### src/sv/ole_pkg.sv
package ole_pkg;

	localparam int CAPACITY_DEF   = 32;
	localparam int ENTRY_BITS_DEF = 32;

	// target index width, covers 0 .. 511
	localparam int TGT_W = 9;

	typedef enum logic [2:0] {
		MODE_APPEND       = 3'd0,
		MODE_INSERT       = 3'd1,
		MODE_REMOVE_AT    = 3'd2,
		MODE_REMOVE_VALUE = 3'd3,
		MODE_FIND_FIRST   = 3'd4,
		MODE_FIND_LAST    = 3'd5,
		MODE_SET_SIZE     = 3'd6,
		MODE_CLEAR        = 3'd7
	} mode_t;

	typedef enum logic [1:0] {
		STATUS_OK    = 2'd0,
		STATUS_FULL  = 2'd1,
		STATUS_RANGE = 2'd2
	} status_t;

	typedef enum logic [1:0] {
		ST_IDLE,
		ST_SEARCH,
		ST_APPLY
	} state_t;

	typedef enum logic [2:0] {
		CELL_HOLD,
		CELL_INSERT,
		CELL_REMOVE,
		CELL_TRUNC,
		CELL_CLEAR
	} cell_op_t;

	typedef struct packed {
		cell_op_t         op;
		logic [TGT_W-1:0] target;
	} cell_ctl_t;

endpackage

### src/sv/ole_cell.sv
module ole_cell #(
	parameter int ENTRY_BITS = ole_pkg::ENTRY_BITS_DEF,
	parameter int IDX        = 0
) (
	input  logic                  clk,
	input  logic                  arst_n,
	input  ole_pkg::cell_ctl_t    ctl,
	input  logic [ENTRY_BITS-1:0] value,
	input  logic [ENTRY_BITS-1:0] lower_entry,
	input  logic [ENTRY_BITS-1:0] upper_entry,
	output logic [ENTRY_BITS-1:0] entry,
	output logic                  match
);

	localparam logic [ole_pkg::TGT_W-1:0] MY_IDX = ole_pkg::TGT_W'(IDX);

	logic [ENTRY_BITS-1:0] entry_q;
	logic [ENTRY_BITS-1:0] entry_d;

	always_comb begin
		entry_d = entry_q;
		unique case (ctl.op)
			ole_pkg::CELL_HOLD: begin
				entry_d = entry_q;
			end
			ole_pkg::CELL_INSERT: begin
				if (MY_IDX > ctl.target) begin
					entry_d = lower_entry;
				end else if (MY_IDX == ctl.target) begin
					entry_d = value;
				end
			end
			ole_pkg::CELL_REMOVE: begin
				if (MY_IDX >= ctl.target) begin
					entry_d = upper_entry;
				end
			end
			ole_pkg::CELL_TRUNC: begin
				if (MY_IDX >= ctl.target) begin
					entry_d = '0;
				end
			end
			ole_pkg::CELL_CLEAR: begin
				entry_d = '0;
			end
			default: begin
				entry_d = entry_q;
			end
		endcase
	end

	always_ff @(posedge clk or negedge arst_n) begin
		if (!arst_n) begin
			entry_q <= '0;
		end else begin
			entry_q <= entry_d;
		end
	end

	assign entry = entry_q;
	assign match = (entry_q == value);

endmodule
### config.mk
export PLATFORM = sky130hd
export DESIGN_NAME = ole_cell
export DESIGN_NICKNAME = d
export VERILOG_FILES = /design/src/sv/ole_pkg.sv /design/src/sv/ole_cell.sv
export SDC_FILE = /design/constraint.sdc
export NUM_CORES = 1
export LEC_CHECK = 0
export BUFFER_PORTS_ARGS = -buffer_cell sky130_fd_sc_hd__buf_2
export CAP_MARGIN = 20
export CORE_MARGIN = 2
export CORE_UTILIZATION = 35
export CTS_BUF_LIST = sky130_fd_sc_hd__clkbuf_2 sky130_fd_sc_hd__clkbuf_4 sky130_fd_sc_hd__clkbuf_8
export CTS_CLUSTER_SIZE = 25
export DETAILED_ROUTE_END_ITERATION = 12
export PLACE_DENSITY = 0.76
export SYNTH_ARGS = -nofsm -noshare
export SYNTH_HDL_FRONTEND = slang
export SYNTH_SLANG_ARGS = --single-unit
export TNS_END_PERCENT = 20
### constraint.sdc
create_clock -name clk -period 1.1 [get_ports clk]
set_clock_uncertainty 0.05 [all_clocks]
set_input_delay 0.22 -clock clk [delete_from_list [all_inputs] [get_ports clk]]
set_output_delay 0.22 -clock clk [all_outputs]
set_load 0.01 [all_outputs]
==> qor.txt <==
All-Layer GR Usage: 20.9%
Proportion of layout cells with a drive suffix above 1: 50.6%
Dpl cell area: 2790 sq um
Slowest cell on the critical path: dfrtp_1
CTS buffer count: 5
Area occupied by multi-input gates: 1030 sq um
Setup crit start kind: register
Leak Pwr: 1.64 nW
Via density: 4.96
Fill count: 420
H-tree lvl count: 2
Worst path cell trace: xor2_1, nor4_2, nand4_1, nor2_2, buf_6
Finish-stage setup viols: 53
Max FO, Critical Path: 2
Maxcap violations: 0
Ports: 143
Core Box Area: 5070 sq um
Rows: 26
Sequential share of the synthesized area: 43.9%
Syn Area/Cell: 9.51 sq um
Final nets: 451
Simple-Gate Fraction of Synth Area: 13.5%
Max reg flops: 32
Hold WC Path Type: primary input to register
Post-route minimum period: 1.86 ns
Post-Syn Nets: 302
Worst Tran Pin Value: 0.295 ns
Worst setup EP type: primary output
Ys Warns: 0
Status: finished with violations
Latest clock arrival within the worst-skew pair: 0.27 ns
Number of global-route vias before repair: 2205
Pin count of the biggest net entering global routing: 43
CTS sink count: 32
Die width: 76.2 um
Post-synthesis mux area share: 0%
Root buf cell: clkbuf_8
Max Slew Vio Count: 0
Buf+Inv Stages, Crit Path: 1
Sequential cell area: 801 sq um
Worst setup path class: register to primary output
Yosys reg bits: 32
DIE AREA: 5810 sq um
Max stage delay on crit path: 0.39 ns
Worst Path Required: 0.83 ns
Iter 0 DRT Violations: 75
Adder-Cell Fraction of Synth Area: 0%
Drt wl/cell: 14.8 um
Cells after Synth: 192
Final WL: 6080 um
Crit path max-delay family: simple AND/OR/NAND/NOR gates
First-pass GRT wire length: 9870 um
Share of the synthesized area in the top cell type: 43.9%
Design area: 3260 sq um
Failing checks: setup timing
Largest cells by area after synthesis: dfrtp_1 44%, xor2_1 15%, a22oi_1 13%, o21ai_1 8.8%, nand2_1 6.6%
XOR/XNOR Fraction of Synth Area: 15.4%
CP arrival: 1.59 ns
DRC: 0
Commonest non-fill, non-tap cell in the layout: buf_2
RD Place Congestion: 0.754
RSZ-0062 raised after global routing: true
Initial antenna violation count: 0
GRT overflow: 0
Starting density of the core: 36.0%
# port buffers: 110
Highest clock rate: 0.539 GHz
Slew HR: 80.2%
Clock-pin slew on the worst setup and hold paths: 0.07 ns
Final Hold Fails: 0
Biggest area consumer among synthesized cells: dfrtp_1
Antenna-violating nets left: 0
P&R area growth vs syn: 78.8%
Worst setup margin: -0.757 ns
Final Util: 64.3%
Post-Syn Area: 1830 sq um
DP HPWL: 4280 um
Final worst-path cycle share: 169%
DR vias: 2045
Pwr Density: 1330 nW/um^2
Maximum VDD drop: 0.795 mV
Pre-antenna DRT Iters: 4
CTS tree: done
Most frequent cells in the layout: 80 x buf_2, 60 x buf_6, 32 x xor2_1, 32 x dfrtp_1
Chip height: 76.2 um
ANT cells: 0
Post-synth cell types: 16
CTS Buffer Depth: 2
Largest family of logic cells by synthesized area: compound AO/OA/AOI/OAI gates
Compound-Gate Fraction of Synth Area: 23.9%
-- worst paths after layout --
check	from	end	slack (ns)	depth (start not counted)
setup reg to reg	entry[7]	entry[7]	0.15	4
min in group asynchronous	arst_n	entry[21]	0.38	3
hold reg to reg	entry[3]	entry[3]	0.48	2
setup / recovery	entry[17]	match	-0.76	5
hold / removal	upper_entry[6]	entry[6]	0.18	3
max in group asynchronous	arst_n	entry[12]	0.44	3
-- metal layers --
metal | up-vias | global-route usage (%) | share of wire [%]
met2 | 76 | 40.9 | 56
met1 | 969 | 23.2 | 38
met3 | 6 | 3.79 | 5.3
li1 | 994 | - | -
met4 | 0 | 4.55 | 0.92
met5 | - | 0 | 0
-- power breakdown --
| part | internal [mW] | switching, mW |
|---|---|---|
| sequential | 1.37 | 0.170 |
| clock | 0.560 | 0.415 |
| combinational | 1.08 | 0.756 |
-- timing repair --
item,in CTS,in global routing
hold buffers,1,0
setup endpoints to repair,54,65
gates resized for setup,61,11
pin swaps,1,3
endpoints found under the hold margin,32,0
buffers inserted,1,8
-- layout make-up --
type                            count  share of cell area [%]
Clock buffer                        8                    2.99
Timing Repair Buffer              154                    38.2
Tap cell                           70                    2.68
Multi-Input combinational cell    147                    31.5
Sequential cell                    32                    24.5
Inverter                            1                   0.115
-- through the flow --
stage          worst slack (ns)  TNS (ns)  std cells  hold slack (ns)  power (mW)
3_3_place_gp             -0.618     -9.73        399            0.142        2.89
5_1_grt                  -0.849     -6.48        412            0.195        4.61
6_report                 -0.757     -3.94        412            0.182        4.35
3_5_place_dp             -0.581    -10.23        399            0.143        2.93
2_1_floorplan            -0.280     -4.88        192           -0.126        2.10
4_1_cts                  -0.797     -3.76        409            0.174        4.32
-- cells by family (layout without fill, tap and decap cells) --
| group | count (synthesis) | after routing |
|---|---|---|
| buffers and inverters | 13 | 163 |
| DFF | 32 | 32 |
| and+or+nand+nor | 49 | 49 |
| xor gates and xnor gates | 32 | 32 |
| AOI/OAI and AO/OA | 66 | 66 |
-- synthesized netlist by cell type (all sizes together) --
master	number
buf	10
nor3b	2
a22oi	32
xor2	32
or2	1
nand2	32
clkbuf	2
o21ai	32
a41oi	1
a21oi	1
nand4	2
nor4	10
inv	1
dfrtp	32
nor2	2
-- worst reg2reg max path: cells and delay by family (launching register included) --
family,cells,cell delay [ns]
flops,1,0.41
compound gates,1,0.06
buf+inv,2,0.25
simple gates,1,0.05
Power figures use the tool's default switching activity.
